**config.mk**
```make
export PLATFORM = sky130hd
export DESIGN_NAME = encoder_velocity_estimator_top
export DESIGN_NICKNAME = d
export VERILOG_FILES = /design/src/hw/rtl/evel_pkg.sv /design/src/hw/rtl/evel_divider.sv /design/src/hw/rtl/encoder_velocity_estimator_top.sv
export SDC_FILE = /design/constraint.sdc
export NUM_CORES = 2
export LEC_CHECK = 0
export ABC_AREA = 0
export BUFFER_PORTS_ARGS = -buffer_cell sky130_fd_sc_hd__buf_4
export CAP_MARGIN = 10
export CORE_MARGIN = 10
export CORE_UTILIZATION = 25
export DETAILED_ROUTE_END_ITERATION = 12
export PLACE_DENSITY = 0.36
export SYNTH_ARGS = -nofsm -noshare
export SYNTH_HDL_FRONTEND = slang
export SYNTH_SLANG_ARGS = --single-unit
export TNS_END_PERCENT = 1
```
**constraint.sdc**
```tcl
create_clock -name clk -period 10.3 [get_ports clk]
set_input_delay 2.06 -clock clk [delete_from_list [all_inputs] [get_ports clk]]
set_output_delay 2.06 -clock clk [all_outputs]
set_load 0.1 [all_outputs]
```
**src/hw/rtl/evel_pkg.sv**
```systemverilog
package evel_pkg;

	// widths of the shared datapath
	localparam int RF_W   = 40;              // filter state, signed fixed point
	localparam int MUL_W  = 27;              // conversion multiplier constant
	localparam int ACC_W  = RF_W + MUL_W;    // shared accumulator / dividend
	localparam int DVS_W  = 35;              // divisor: 32-bit interval times 3-bit edges
	localparam int ITER_W = $clog2(ACC_W + 1);
	localparam int FR_W   = 33;              // filtered_rate output width

	// filter weights, q.16
	localparam logic [15:0] W_HI = 16'd62259;
	localparam logic [15:0] W_LO = 16'd3277;
	localparam int FILT_SHIFT = 16;
	localparam int FILT_ROUND = 32768;

	// pulse rate scaling and unit conversion
	localparam int MS_PER_S = 1000;
	localparam logic [MUL_W-1:0] MUL_REV_S   = 27'd1;
	localparam logic [MUL_W-1:0] MUL_REV_MIN = 27'd60;
	localparam logic [MUL_W-1:0] MUL_RAD_S   = 27'd105414357;  // 2*pi in q.24
	localparam int TWO_PI_SHIFT = 24;

	localparam logic signed [RF_W-1:0] RF_MAX = 40'sh7F_FFFF_FFFF;
	localparam logic signed [RF_W-1:0] RF_MIN = 40'sh80_0000_0000;

	// configuration register indexes
	localparam logic [1:0] REG_COUNTING_EDGES = 2'd0;
	localparam logic [1:0] REG_PULSES_PER_REV = 2'd1;
	localparam logic [1:0] REG_UNIT_MODE      = 2'd2;

	// unit_mode codes
	localparam logic [1:0] UNIT_REV_S   = 2'd0;
	localparam logic [1:0] UNIT_REV_MIN = 2'd1;
	localparam logic [1:0] UNIT_RAD_S   = 2'd2;

	typedef enum logic [8:0] {
		ST_IDLE  = 9'b000000001,
		ST_PREP  = 9'b000000010,
		ST_RDIV  = 9'b000000100,
		ST_FILT  = 9'b000001000,
		ST_FEND  = 9'b000010000,
		ST_CINIT = 9'b000100000,
		ST_CMUL  = 9'b001000000,
		ST_CLOAD = 9'b010000000,
		ST_DONE  = 9'b100000000
	} state_t;

	typedef struct packed {
		logic              start;
		logic [ITER_W-1:0] iters;
	} div_ctrl_t;

endpackage

```
**src/hw/rtl/evel_divider.sv**
```systemverilog
module evel_divider (
	input  logic                           clk,
	input  logic                           arst_n,
	input  evel_pkg::div_ctrl_t            ctrl,
	input  logic [evel_pkg::ACC_W-1:0]     dividend,
	input  logic [evel_pkg::DVS_W-1:0]     divisor,
	output logic [evel_pkg::ACC_W-1:0]     quotient,
	output logic                           done
);

	// restoring division, one quotient bit per cycle; the dividend is expected
	// left-aligned so that the quotient lands in the low ctrl.iters bits
	logic [evel_pkg::ACC_W-1:0]  dvd_q;
	logic [evel_pkg::DVS_W-1:0]  dvs_q;
	logic [evel_pkg::DVS_W-1:0]  rem_q;
	logic [evel_pkg::ITER_W-1:0] cnt_q;
	logic                        busy_q;
	logic                        done_q;

	logic [evel_pkg::DVS_W:0]    trial;
	logic [evel_pkg::DVS_W:0]    diff;
	logic                        ge;

	always_comb begin
		trial = {rem_q, dvd_q[evel_pkg::ACC_W-1]};
		diff  = trial - {1'b0, dvs_q};
		ge    = !diff[evel_pkg::DVS_W];
	end

	always_ff @(posedge clk or negedge arst_n) begin
		if (!arst_n) begin
			busy_q <= 1'b0;
			done_q <= 1'b0;
			cnt_q  <= '0;
		end else begin
			done_q <= 1'b0;
			if (ctrl.start) begin
				busy_q <= 1'b1;
				cnt_q  <= ctrl.iters;
			end else if (busy_q) begin
				cnt_q <= cnt_q - 1'b1;
				if (cnt_q == evel_pkg::ITER_W'(1)) begin
					busy_q <= 1'b0;
					done_q <= 1'b1;
				end
			end
		end
	end

	always_ff @(posedge clk) begin
		if (ctrl.start) begin
			dvd_q <= dividend;
			dvs_q <= divisor;
			rem_q <= '0;
		end else if (busy_q) begin
			dvd_q <= {dvd_q[evel_pkg::ACC_W-2:0], ge};
			rem_q <= ge ? diff[evel_pkg::DVS_W-1:0] : trial[evel_pkg::DVS_W-1:0];
		end
	end

	assign quotient = dvd_q;
	assign done     = done_q;

endmodule

```
**src/hw/rtl/encoder_velocity_estimator_top.sv**
```systemverilog
// Encoder velocity estimator. Each input transaction carries a free-running
// encoder count and a millisecond time stamp; each one yields exactly one output
// transaction. The first transaction after reset only records count and time and
// reports the (zero) filter. Later ones take the signed count change (wrapping in
// COUNTER_BITS) over the elapsed milliseconds (32-bit wrap), form the pulse rate
// change*1000/(elapsed*counting_edges) truncated toward zero, and run it through
// a 0.95/0.05 exponential filter with q.16 weights and round-half-up. The
// filtered rate (signed q.FRACTION_BITS, saturated to 33 bits) comes out with
// the same value divided by pulses_per_rev and scaled to rev/s, rev/min or rad/s
// (signed q.FRACTION_BITS, truncated toward zero, saturated to 40 bits). A zero
// interval holds the filter and last sample and sets the zero_interval flag in
// tuser. Zero counting_edges or pulses_per_rev act as one; unit mode three acts
// as rev/s. The work runs on one shared restoring divider (one quotient bit per
// cycle) and one shared shift-add accumulator (one multiplier bit per cycle); the
// conversion divide over the full accumulator width dominates the time of an
// item. The block takes one item at a time: s_tready is high only while idle,
// which it is again in the cycle after the result is loaded. A finished result
// waits in the output register without stopping the next item from being
// accepted; a result that cannot be loaded because the previous one is still
// waiting stalls the block in the done state. Configuration writes take effect
// at once and belong to idle periods.
module encoder_velocity_estimator_top #(
	parameter int COUNTER_BITS  = 16,
	parameter int FRACTION_BITS = 8
) (
	input  logic        clk,
	input  logic        arst_n,

	// configuration writes, index 0 counting_edges, 1 pulses_per_rev, 2 unit_mode
	input  logic        cfg_we,
	input  logic [1:0]  cfg_addr,
	input  logic [15:0] cfg_wdata,

	// sample input
	input  logic        s_tvalid,
	output logic        s_tready,
	input  logic [47:0] s_tdata,    // [15:0] count_value, [47:16] now_ms

	// velocity output
	output logic        m_tvalid,
	input  logic        m_tready,
	output logic [79:0] m_tdata,    // [32:0] filtered_rate, [72:33] converted_speed
	output logic [0:0]  m_tuser     // [0] zero_interval
);

	localparam int ACC_W  = evel_pkg::ACC_W;
	localparam int RF_W   = evel_pkg::RF_W;
	localparam int DVS_W  = evel_pkg::DVS_W;
	localparam int ITER_W = evel_pkg::ITER_W;
	localparam int FR_W   = evel_pkg::FR_W;
	// count change times 1000 fits here: 2^COUNTER_BITS * 1000 < 2^(COUNTER_BITS+10)
	localparam int NUM_W  = COUNTER_BITS + 10;
	localparam int QX_W   = (NUM_W > RF_W + 1) ? NUM_W : RF_W + 1;

	localparam logic signed [ACC_W-1:0] ROUND_X  = ACC_W'(evel_pkg::FILT_ROUND);
	localparam logic signed [ACC_W-1:0] RF_MAX_X = ACC_W'(evel_pkg::RF_MAX);
	localparam logic signed [ACC_W-1:0] RF_MIN_X = ACC_W'(evel_pkg::RF_MIN);
	localparam logic signed [RF_W-1:0]  FR_MAX_X = 40'sd4294967295;
	localparam logic signed [RF_W-1:0]  FR_MIN_X = -40'sd4294967296;
	// rate magnitude that fits once scaled to q.FRACTION_BITS only as a negative value
	localparam logic [QX_W-1:0] RATE_LIM = QX_W'(1) << (RF_W - 1 - FRACTION_BITS);
	localparam logic [ACC_W-1:0] CONV_LIM = ACC_W'(1) << (RF_W - 1);

	// configuration registers
	logic [2:0]  edges_cfg_q;
	logic [15:0] ppr_cfg_q;
	logic [1:0]  unit_cfg_q;

	// estimator state
	logic [COUNTER_BITS-1:0]  prev_count_q;
	logic [31:0]              prev_time_q;
	logic signed [RF_W-1:0]   rf_q;
	logic                     primed_q;

	// per-item working registers
	evel_pkg::state_t         state_q;
	logic [COUNTER_BITS-1:0]  cnt_q;
	logic [31:0]              now_q;
	logic                     zero_q;
	logic                     dneg_q;
	logic signed [RF_W-1:0]   x_q;
	logic signed [ACC_W-1:0]  acc_q;
	logic [ITER_W-1:0]        iter_q;
	logic [RF_W-1:0]          rmag_q;
	logic                     rneg_q;
	logic [evel_pkg::MUL_W-1:0] mul_q;
	logic                     shift_q;

	// output register
	logic                     out_valid_q;
	logic [FR_W-1:0]          out_fr_q;
	logic [RF_W-1:0]          out_conv_q;
	logic                     out_zero_q;

	// divider hookup
	evel_pkg::div_ctrl_t      div_ctrl;
	logic [ACC_W-1:0]         div_dividend;
	logic [DVS_W-1:0]         div_divisor;
	logic [ACC_W-1:0]         div_quot;
	logic                     div_done;

	// prep stage: count change and interval
	logic [31:0]              elapsed;
	logic [COUNTER_BITS-1:0]  dcount;
	logic                     dneg;
	logic [COUNTER_BITS:0]    dmag;
	logic [NUM_W-1:0]         rate_num;
	logic [2:0]               edges;
	logic [DVS_W-1:0]         rate_den;
	logic [15:0]              ppr_eff;

	// rate saturation
	logic [QX_W-1:0]          rate_q;
	logic [RF_W-1:0]          x_mag;
	logic signed [RF_W-1:0]   x_next;

	// shared accumulator
	logic signed [ACC_W-1:0]  add_a;
	logic signed [ACC_W-1:0]  add_b;
	logic signed [ACC_W-1:0]  acc_sum;

	// filter update
	logic signed [ACC_W-1:0]  fsum;
	logic signed [ACC_W-1:0]  fnext;
	logic signed [RF_W-1:0]   rf_next;

	// conversion
	logic [RF_W-1:0]          rmag;
	logic [ACC_W-1:0]         conv_res;
	logic [ACC_W-1:0]         conv_lim;
	logic [ACC_W-1:0]         conv_sat;
	logic [RF_W-1:0]          conv_out;
	logic [FR_W-1:0]          fr_out;

	logic                     in_fire;
	logic                     out_load;

	assign s_tready = (state_q == evel_pkg::ST_IDLE);
	assign in_fire  = s_tvalid && s_tready;
	assign out_load = (state_q == evel_pkg::ST_DONE) && (!out_valid_q || m_tready);

	// count change, wrap-aware, and the rate numerator/denominator
	always_comb begin
		elapsed  = now_q - prev_time_q;
		dcount   = cnt_q - prev_count_q;
		dneg     = dcount[COUNTER_BITS-1];
		dmag     = dneg ? (((COUNTER_BITS + 1)'(1) << COUNTER_BITS) - {1'b0, dcount})
		                : {1'b0, dcount};
		rate_num = NUM_W'(dmag) * NUM_W'(evel_pkg::MS_PER_S);
		edges    = (edges_cfg_q == 3'd0) ? 3'd1 : edges_cfg_q;
		rate_den = DVS_W'(elapsed) * DVS_W'(edges);
		ppr_eff  = (ppr_cfg_q == 16'd0) ? 16'd1 : ppr_cfg_q;
	end

	// one divider serves both the rate and the unit conversion
	always_comb begin
		div_ctrl.start = 1'b0;
		div_ctrl.iters = ITER_W'(ACC_W);
		div_dividend   = acc_q;
		div_divisor    = DVS_W'(ppr_eff);
		if (state_q == evel_pkg::ST_PREP) begin
			// left-align the numerator so the quotient ends in the low bits
			div_ctrl.start = primed_q && (elapsed != 32'd0);
			div_ctrl.iters = ITER_W'(NUM_W);
			div_dividend   = ACC_W'(rate_num) << (ACC_W - NUM_W);
			div_divisor    = rate_den;
		end else if (state_q == evel_pkg::ST_CLOAD) begin
			div_ctrl.start = 1'b1;
		end
	end

	evel_divider u_div (
		.clk      (clk),
		.arst_n   (arst_n),
		.ctrl     (div_ctrl),
		.dividend (div_dividend),
		.divisor  (div_divisor),
		.quotient (div_quot),
		.done     (div_done)
	);

	// signed pulse rate, scaled to q.FRACTION_BITS with saturation
	always_comb begin
		rate_q = QX_W'(div_quot[NUM_W-1:0]);
		x_mag  = RF_W'(rate_q << FRACTION_BITS);
		if (!dneg_q && rate_q >= RATE_LIM) begin
			x_next = evel_pkg::RF_MAX;
		end else if (dneg_q && rate_q > RATE_LIM) begin
			x_next = evel_pkg::RF_MIN;
		end else begin
			x_next = dneg_q ? -signed'(x_mag) : signed'(x_mag);
		end
	end

	// shared shift-add unit: msb-first, one multiplier bit per cycle
	always_comb begin
		add_a = '0;
		add_b = '0;
		if (state_q == evel_pkg::ST_FILT) begin
			if (evel_pkg::W_HI[iter_q[3:0]]) begin
				add_a = ACC_W'(rf_q);
			end
			if (evel_pkg::W_LO[iter_q[3:0]]) begin
				add_b = ACC_W'(x_q);
			end
		end else if (mul_q[iter_q[4:0]]) begin
			add_a = signed'(ACC_W'(rmag_q));
		end
		acc_sum = (acc_q <<< 1) + add_a + add_b;
	end

	// filter: round half up, floor by 2^16, clamp to the state width
	always_comb begin
		fsum  = acc_q + ROUND_X;
		fnext = fsum >>> evel_pkg::FILT_SHIFT;
		if (fnext > RF_MAX_X) begin
			rf_next = evel_pkg::RF_MAX;
		end else if (fnext < RF_MIN_X) begin
			rf_next = evel_pkg::RF_MIN;
		end else begin
			rf_next = fnext[RF_W-1:0];
		end
	end

	// conversion result and output saturation
	always_comb begin
		rmag     = rf_q[RF_W-1] ? RF_W'(-rf_q) : RF_W'(rf_q);
		conv_res = shift_q ? (div_quot >> evel_pkg::TWO_PI_SHIFT) : div_quot;
		conv_lim = rneg_q ? CONV_LIM : (CONV_LIM - 1'b1);
		conv_sat = (conv_res > conv_lim) ? conv_lim : conv_res;
		conv_out = rneg_q ? RF_W'(-conv_sat) : RF_W'(conv_sat);
		if (rf_q > FR_MAX_X) begin
			fr_out = FR_MAX_X[FR_W-1:0];
		end else if (rf_q < FR_MIN_X) begin
			fr_out = FR_MIN_X[FR_W-1:0];
		end else begin
			fr_out = rf_q[FR_W-1:0];
		end
	end

	// configuration registers
	always_ff @(posedge clk or negedge arst_n) begin
		if (!arst_n) begin
			edges_cfg_q <= 3'd4;
			ppr_cfg_q   <= 16'd1;
			unit_cfg_q  <= evel_pkg::UNIT_REV_S;
		end else if (cfg_we) begin
			case (cfg_addr)
				evel_pkg::REG_COUNTING_EDGES: edges_cfg_q <= cfg_wdata[2:0];
				evel_pkg::REG_PULSES_PER_REV: ppr_cfg_q   <= cfg_wdata;
				evel_pkg::REG_UNIT_MODE:      unit_cfg_q  <= cfg_wdata[1:0];
				default: ;
			endcase
		end
	end

	// sequencer and estimator state
	always_ff @(posedge clk or negedge arst_n) begin
		if (!arst_n) begin
			state_q      <= evel_pkg::ST_IDLE;
			prev_count_q <= '0;
			prev_time_q  <= '0;
			rf_q         <= '0;
			primed_q     <= 1'b0;
			iter_q       <= '0;
		end else begin
			case (state_q)
				evel_pkg::ST_IDLE: begin
					if (in_fire) begin
						state_q <= evel_pkg::ST_PREP;
					end
				end
				evel_pkg::ST_PREP: begin
					if (!primed_q) begin
						// first sample only records
						prev_count_q <= cnt_q;
						prev_time_q  <= now_q;
						primed_q     <= 1'b1;
						state_q      <= evel_pkg::ST_CINIT;
					end else if (elapsed == 32'd0) begin
						// hold filter and last sample
						state_q <= evel_pkg::ST_CINIT;
					end else begin
						prev_count_q <= cnt_q;
						prev_time_q  <= now_q;
						state_q      <= evel_pkg::ST_RDIV;
					end
				end
				evel_pkg::ST_RDIV: begin
					if (div_done) begin
						iter_q  <= ITER_W'(15);
						state_q <= evel_pkg::ST_FILT;
					end
				end
				evel_pkg::ST_FILT: begin
					iter_q <= iter_q - 1'b1;
					if (iter_q == '0) begin
						state_q <= evel_pkg::ST_FEND;
					end
				end
				evel_pkg::ST_FEND: begin
					rf_q    <= rf_next;
					state_q <= evel_pkg::ST_CINIT;
				end
				evel_pkg::ST_CINIT: begin
					iter_q  <= ITER_W'(evel_pkg::MUL_W - 1);
					state_q <= evel_pkg::ST_CMUL;
				end
				evel_pkg::ST_CMUL: begin
					iter_q <= iter_q - 1'b1;
					if (iter_q == '0) begin
						state_q <= evel_pkg::ST_CLOAD;
					end
				end
				evel_pkg::ST_CLOAD: begin
					// all ones in iter_q marks the finished conversion divide
					iter_q  <= '0;
					state_q <= evel_pkg::ST_DONE;
				end
				evel_pkg::ST_DONE: begin
					// divider still running until done; then wait for the output slot
					if (div_done) begin
						iter_q <= '1;
					end
					if (iter_q == '1 && out_load) begin
						state_q <= evel_pkg::ST_IDLE;
					end
				end
				default: state_q <= evel_pkg::ST_IDLE;
			endcase
		end
	end

	// per-item working registers
	always_ff @(posedge clk) begin
		if (in_fire) begin
			cnt_q <= COUNTER_BITS'(s_tdata[15:0]);
			now_q <= s_tdata[47:16];
		end
		case (state_q)
			evel_pkg::ST_PREP: begin
				dneg_q <= dneg;
				zero_q <= primed_q && (elapsed == 32'd0);
			end
			evel_pkg::ST_RDIV: begin
				x_q   <= x_next;
				acc_q <= '0;
			end
			evel_pkg::ST_FILT: begin
				acc_q <= acc_sum;
			end
			evel_pkg::ST_CINIT: begin
				rmag_q <= rmag;
				rneg_q <= rf_q[RF_W-1];
				acc_q  <= '0;
				case (unit_cfg_q)
					evel_pkg::UNIT_REV_MIN: begin
						mul_q   <= evel_pkg::MUL_REV_MIN;
						shift_q <= 1'b0;
					end
					evel_pkg::UNIT_RAD_S: begin
						mul_q   <= evel_pkg::MUL_RAD_S;
						shift_q <= 1'b1;
					end
					default: begin
						mul_q   <= evel_pkg::MUL_REV_S;
						shift_q <= 1'b0;
					end
				endcase
			end
			evel_pkg::ST_CMUL: begin
				acc_q <= acc_sum;
			end
			default: ;
		endcase
	end

	// output register: holds one result while the next item is taken
	always_ff @(posedge clk or negedge arst_n) begin
		if (!arst_n) begin
			out_valid_q <= 1'b0;
		end else if (out_load && iter_q == '1) begin
			out_valid_q <= 1'b1;
		end else if (m_tready) begin
			out_valid_q <= 1'b0;
		end
	end

	always_ff @(posedge clk) begin
		if (out_load && iter_q == '1) begin
			out_fr_q   <= fr_out;
			out_conv_q <= conv_out;
			out_zero_q <= zero_q;
		end
	end

	assign m_tvalid   = out_valid_q;
	assign m_tdata    = {7'd0, out_conv_q, out_fr_q};
	assign m_tuser[0] = out_zero_q;

endmodule

```
Word-level counts from Yosys, hierarchy flattened
Memory sizes are Yosys's and may differ from the RTL's.
Index checks and enable logic that the tools add are counted.
W data, S select, Z words.
Storage, ports and cells
  logic and storage cells: 160
  input port bits: 71
  memories kept: 2
  bits in registers: 573
  memory bits (read-only): 32
Memories
  (name not given): words 16, bits a word 1, rd ports 1, clocked after Yosys merged registers in 0, wr ports 0, RTL line encoder_velocity_estimator_top.sv:203  | if (evel_pkg::W_LO[iter_q[3:0]]) begin
  (name not given): words 16, bits a word 1, rd ports 1, clocked after Yosys merged registers in 0, wr ports 0, RTL line encoder_velocity_estimator_top.sv:200  | if (evel_pkg::W_HI[iter_q[3:0]]) begin
Operators by class
  add/subtract/negate cells: 12
  reduce and logical (&&, ||, !) cells: 26
  equality and inequality tests: 22
  magnitude comparators: 7
  multiply operators: 2
  muxes and demuxes: 57
Operators by type and width (number)
  $mux W67: 8
  $mux W40: 6
  $add A67 B67 Y67: 2
  $pmux W67 S2: 1
  $pmux W9 S9: 1
  $neg A40 Y40: 2
  $add A67 B17 Y67 const B: 1
  $gt A67 B40 Y1: 1
  $mux W16: 4
  $mux W32: 2
  $pmux W27 S2: 1
  $gt A51 B40 Y1 const B: 1
  $lt A51 B40 Y1 const B: 1
  $mux W9: 5
  $gt A40 B33 Y1 const B: 1
  $lt A40 B33 Y1 const B: 1
  $neg A34 Y40: 1
  $mux W39: 1
  $sub A36 B35 Y36: 1
  $mul A32 B3 Y35: 1
  $mux W35: 1
  $mux W7: 5
  $pmux W7 S5: 1
  $mux W34: 1
  43 further kinds: 76

Longest topological paths before layout
  depth after elaboration: 7
  gate-level depth with buffers: 32

Hierarchy
A second synthesis with hierarchy kept.
Unflattened totals
  cells, all modules: 4369
  area, all modules: 41503.6 µm²
Modules (own cells, without submodules)
  encoder_velocity_estimator_top: instances 1, area an instance 33578.5 µm², sequential area each 11259.5 µm², cells each 3666
  evel_divider: instances 1, area an instance 7925.1 µm², sequential area each 3988.8 µm², cells each 703

Least setup slack after synthesis
OpenSTA, ideal clock, no wires.
  path kind: register to register
  start: register cnt_q[1]
  end: register u_div.dvd_q, in the netlist u_div.quotient[65] (data pin)
  arrival time: 7313 ps
  stages on the path, launching flop included: 31
  slack: 2728 ps
  required time: 10041 ps
  setup time: 259 ps
  cell sequence: edfxtp_1 > ha_1 > nor2b_1 > o31ai_1 > a211oi_1 > o31ai_1 > o2bb2ai_1 > nor2_1 > a211oi_1 > clkinv_1 > o31ai_1 > xor2_1 > inv_1 > ha_1 > inv_1 > xnor2_1 > fa_1 > fa_1 > fa_1 > inv_1 > ha_1 > a21o_1 > a21o_1 > a21oi_1 > o21ai_0 > a311oi_1 > o21ai_0 > a21o_1 > a21oi_1 > xnor2_1 > a211o_1
Between the ends
  cells in the longest elaborated chain, start to end: 6
Ends and longest elaborated chain
  start, declared: RTL line encoder_velocity_estimator_top.sv:77  | logic [COUNTER_BITS-1:0] cnt_q;
  start signal, assigned: RTL line encoder_velocity_estimator_top.sv:337  | cnt_q <= COUNTER_BITS'(s_tdata[15:0]);
  $sub A16 B16 Y16 (*): RTL line encoder_velocity_estimator_top.sv:145  | dcount = cnt_q - prev_count_q;
  via dcount[15]: RTL line encoder_velocity_estimator_top.sv:104  | logic [COUNTER_BITS-1:0] dcount;
  $sub A17 B16 Y17: RTL line encoder_velocity_estimator_top.sv:147  | dmag = dneg ? (((COUNTER_BITS + 1)'(1) << COUNTER_BITS) - {1'b0, dcount})
  $mux W17 (*): RTL line encoder_velocity_estimator_top.sv:147
  $mul A17 B7 Y23 (*): RTL line encoder_velocity_estimator_top.sv:149  | rate_num = NUM_W'(dmag) * NUM_W'(evel_pkg::MS_PER_S);
  $mux W67 (*): RTL line encoder_velocity_estimator_top.sv:161  | if (state_q == evel_pkg::ST_PREP) begin
  $mux W67 (*): RTL line evel_divider.sv:51  | if (ctrl.start) begin
  end signal, assigned: RTL line evel_divider.sv:52  | dvd_q <= dividend;
  end signal, assigned: RTL line evel_divider.sv:56  | dvd_q <= {dvd_q[evel_pkg::ACC_W-2:0], ge};
  end, declared: RTL line evel_divider.sv:13  | logic [evel_pkg::ACC_W-1:0] dvd_q;
The timed path passes the listed nets; every way through them passes the cells marked *.
A chain may end at the register's enable or synchronous reset.

Worst setup path in the final report
Ends and elaborated chain as after synthesis.

==> impl_metrics.toml <==
[cts]
cts_num_sinks = 542
hold_buffers = 0
cts_resized = 0
cts_inserted_buffers = 76
path_clk_slew_ps = 60
cts_tree = "done"
post_cts_buffers = 0
cts_buffer_depth = 3
cts-root-buf = "clkbuf_16"
clk_latency_ps = 720
htree_levels = 3

[layout]
seq_area_sq_um = 15250
final_nets = 5071
final_util = 0.2894
n_fill_cell = 17520
layout-drive-gt1-share = 0.09924
multi_input_area_sq_um = 24300
area_growth_pct = 14.66

[synthesis]
synth_area_per_cell_sq_um = 9.297
synth_compound_area_frac = 0.1766
ys_seq_area_frac = 0.3654
synth_top_family_by_area = "compound AO/OA/AOI/OAI gates"
yosysTopAreaCell = "edfxtp_1"
muxShareOfSynthArea = 0.02839
yosys.area_share.simple = 0.1530
synth-seq-cells = 542
synth.distinct_cells = 99
syn_inst = 4489
yosysMostFrequentCell = "nand2_1"
synth_top_area_share = 0.2670
syn_area_sq_um = 41730
synth_edf_count = 371
synth-xor-area-share = 0.06419
synth.area.top_cells = "edfxtp_1 (27%), ha_1 (8.5%), dfrtp_1 (8.0%)"
async_flop_share = 0.2509
ys_warn_count = 0
ys_top_cells_by_count = "nand2_1 (526), inv_1 (411), edfxtp_1 (371)"
synth_flop_cell = "edfxtp_1"
synthAdderAreaFrac = 0.1552

[timing]
max_freq_mhz = 121.8
setup_viol = 0
rsz0062_at_grt = "no"
fin_ws_ps = 2089
tns_ps = 0
worst_pin_slew_ps = 1149
finalMaxSlewViolations = 0
min_period_ps = 8211
holdWs_ps = 419.5
max_slew_margin = 0.2301
finClkSkew_ps = 74.79
period_share = 0.7972
finalHoldViolCount = 0

[worst_setup_path]
cp_max_fo = 15
cp.required_ps = 10720
worst_r2r_startpoint = "cnt_q[1]"
rr_worst_depth = 31
cp.buffers_inverters = 5
critPathMaxStageDelay_ps = 630
slowest_stage = "xor2_1"
end_kind = "flip-flop"
cp-endpoint = "u_div.quotient[65]"
crit_type = "flip-flop to flip-flop"
r2r_end = "u_div.quotient[65]"
r2r_slack_ps = 2090
crit_family = "compound AO/OA/AOI/OAI gates"
startpoint = "cnt_q[1]"
start_kind = "flip-flop"
cp_data_arrival_time_ps = 8630
worst-path-stages = 31

[global_route]
grt_max_degree = 77
grt_overflow = 0
antenna_found_initial = 0
grt_pass1_vias = 32910
grt.total_usage = 0.1436
grt_pass1_wl_um = 209000

[detailed_routing]
drtIter0Drc = 1881
dr_total_vias = 32440
drc = 0
viasPerCell = 4.754
first_pass_iters = 5
drt_wl_total_um = 135900
drtAntennaViolNets = 0
avgRoutedWirePerCell_um = 19.91

[run]
max_cap_viol_count = 0

[pwr]
finalPower_mw = 5.544
ir_worst_vdd_mv = 0.1105
power.leakage_nw = 19.56
power_density_nw_per_um2 = 115.9

[floorplan]
initial_core_util = 0.2524
fp.dieH_um = 428.6
die_w_um = 428.6
io_pins = 154
dieArea_sq_um = 183700
core_area_sq_um = 165400
num_rows = 149

[placement]
portBuffers = 146
dp_hpwl_um = 103800
place_ws_ps = 1930
finalWeightedCongestion = 0.8211

[run_status]
status = "finished, final reports clean"

[worst_hold_path]
hold_path.class = "flip-flop to flip-flop"
==> worst min path at each step <==
stage	start	to	cells after the start
3_3_place_gp	zero_q	m_tuser	0
4_1_cts	zero_q	m_tuser	0
3_5_place_dp	zero_q	m_tuser	0
5_1_grt	zero_q	m_tuser	0
2_1_floorplan	zero_q	m_tuser	0
6_report	zero_q	m_tuser	0
==> per-layer routing <==
metal | track usage | up-vias | wire (um)
met5 | 0 | - | 0
met4 | 0.03885 | 0 | 3513
met3 | 0.01816 | 144 | 3460
met2 | 0.2339 | 413 | 62620
met1 | 0.1993 | 15790 | 66300
li1 | - | 16090 | -
==> sequential cells by signal (all words and copies together), names as in the netlist, 2 cells and up <==
name / flops
state_q: 9
mul_q: 4
rf_q: 40
out_conv_q: 40
prev_time_q: 32
u_div.cnt_q: 7
now_q: 32
rmag_q: 40
cnt_q: 16
prev_count_q: 16
out_fr_q: 33
x_q: 32
ppr_cfg_q: 16
u_div.dvs_q: 35
unit_cfg_q: 2
u_div.quotient: 67
iter_q: 7
edges_cfg_q: 3
acc_q: 67
u_div.rem_q: 35
==> metrics by stage <==
| step | area [sq um] | instances |
|---|---|---|
| after global placement | 45290 | 6682 |
| final | 47850 | 6825 |
| after CTS | 47850 | 6824 |
| after floorplan | 41770 | 4500 |
| after global routing | 47850 | 6824 |
| after detailed placement | 45290 | 6682 |
==> power breakdown <==
part	internal (mW)	switching (mW)
Clock	1.55	1.14
Combinational	0.205	0.295
Sequential	2.33	0.0221
Total	4.08	1.46
==> placed cells by master, fill, tap and decap left out, drive strengths merged, types with 32 or more instances in the layout <==
master,netlist,layout
edfxtp,371,371
buf,38,191
o22ai,86,86
nand2b,49,49
nand2,526,526
o31ai,47,47
o21ai,226,226
a21o,129,129
fa,144,144
nand3,64,64
mux2,51,51
nand4,44,44
a21oi,271,271
dfxtp,35,35
o21a,41,41
dfrtp,133,133
nor3,70,70
mux2i,61,61
nor4,39,39
xnor2,218,218
nor2b,32,32
a211oi,65,65
ha,285,285
and2,36,36
a22oi,37,37
inv,413,413
clkbuf,160,105
nor2,339,339
xor2,87,87
==> kinds of logic after synthesis <==
kind of cell / count (synthesis)
xor gates and xnor gates: 305
and+or+nand+nor: 1365
other: 2
DFF: 542
muxes: 112
AOI/OAI and AO/OA: 1118
adders and majority gates: 432
buffers and inverters: 613
==> worst register-to-register path, delay by kind of cell (launching register included) <==
kind | cells | cell delay, ps
buffers and inverters | 5 | 770
xor gates and xnor gates | 3 | 930
DFF | 1 | 440
and+or+nand+nor | 2 | 250
AOI/OAI and AO/OA | 15 | 3200
adders and majority gates | 6 | 2360
==> area by class of cell <==
type	instances	share of cell area
well taps	2189	0.05724
clock inverters	37	0.009126
diodes	1	0.00005230
multi-input cells	3345	0.5079
inverters	415	0.03258
repair buffers	191	0.03004
flip-flops and latches	542	0.3187
clock buffers	105	0.04437
Note: power is estimated with default switching activity, not from simulation.
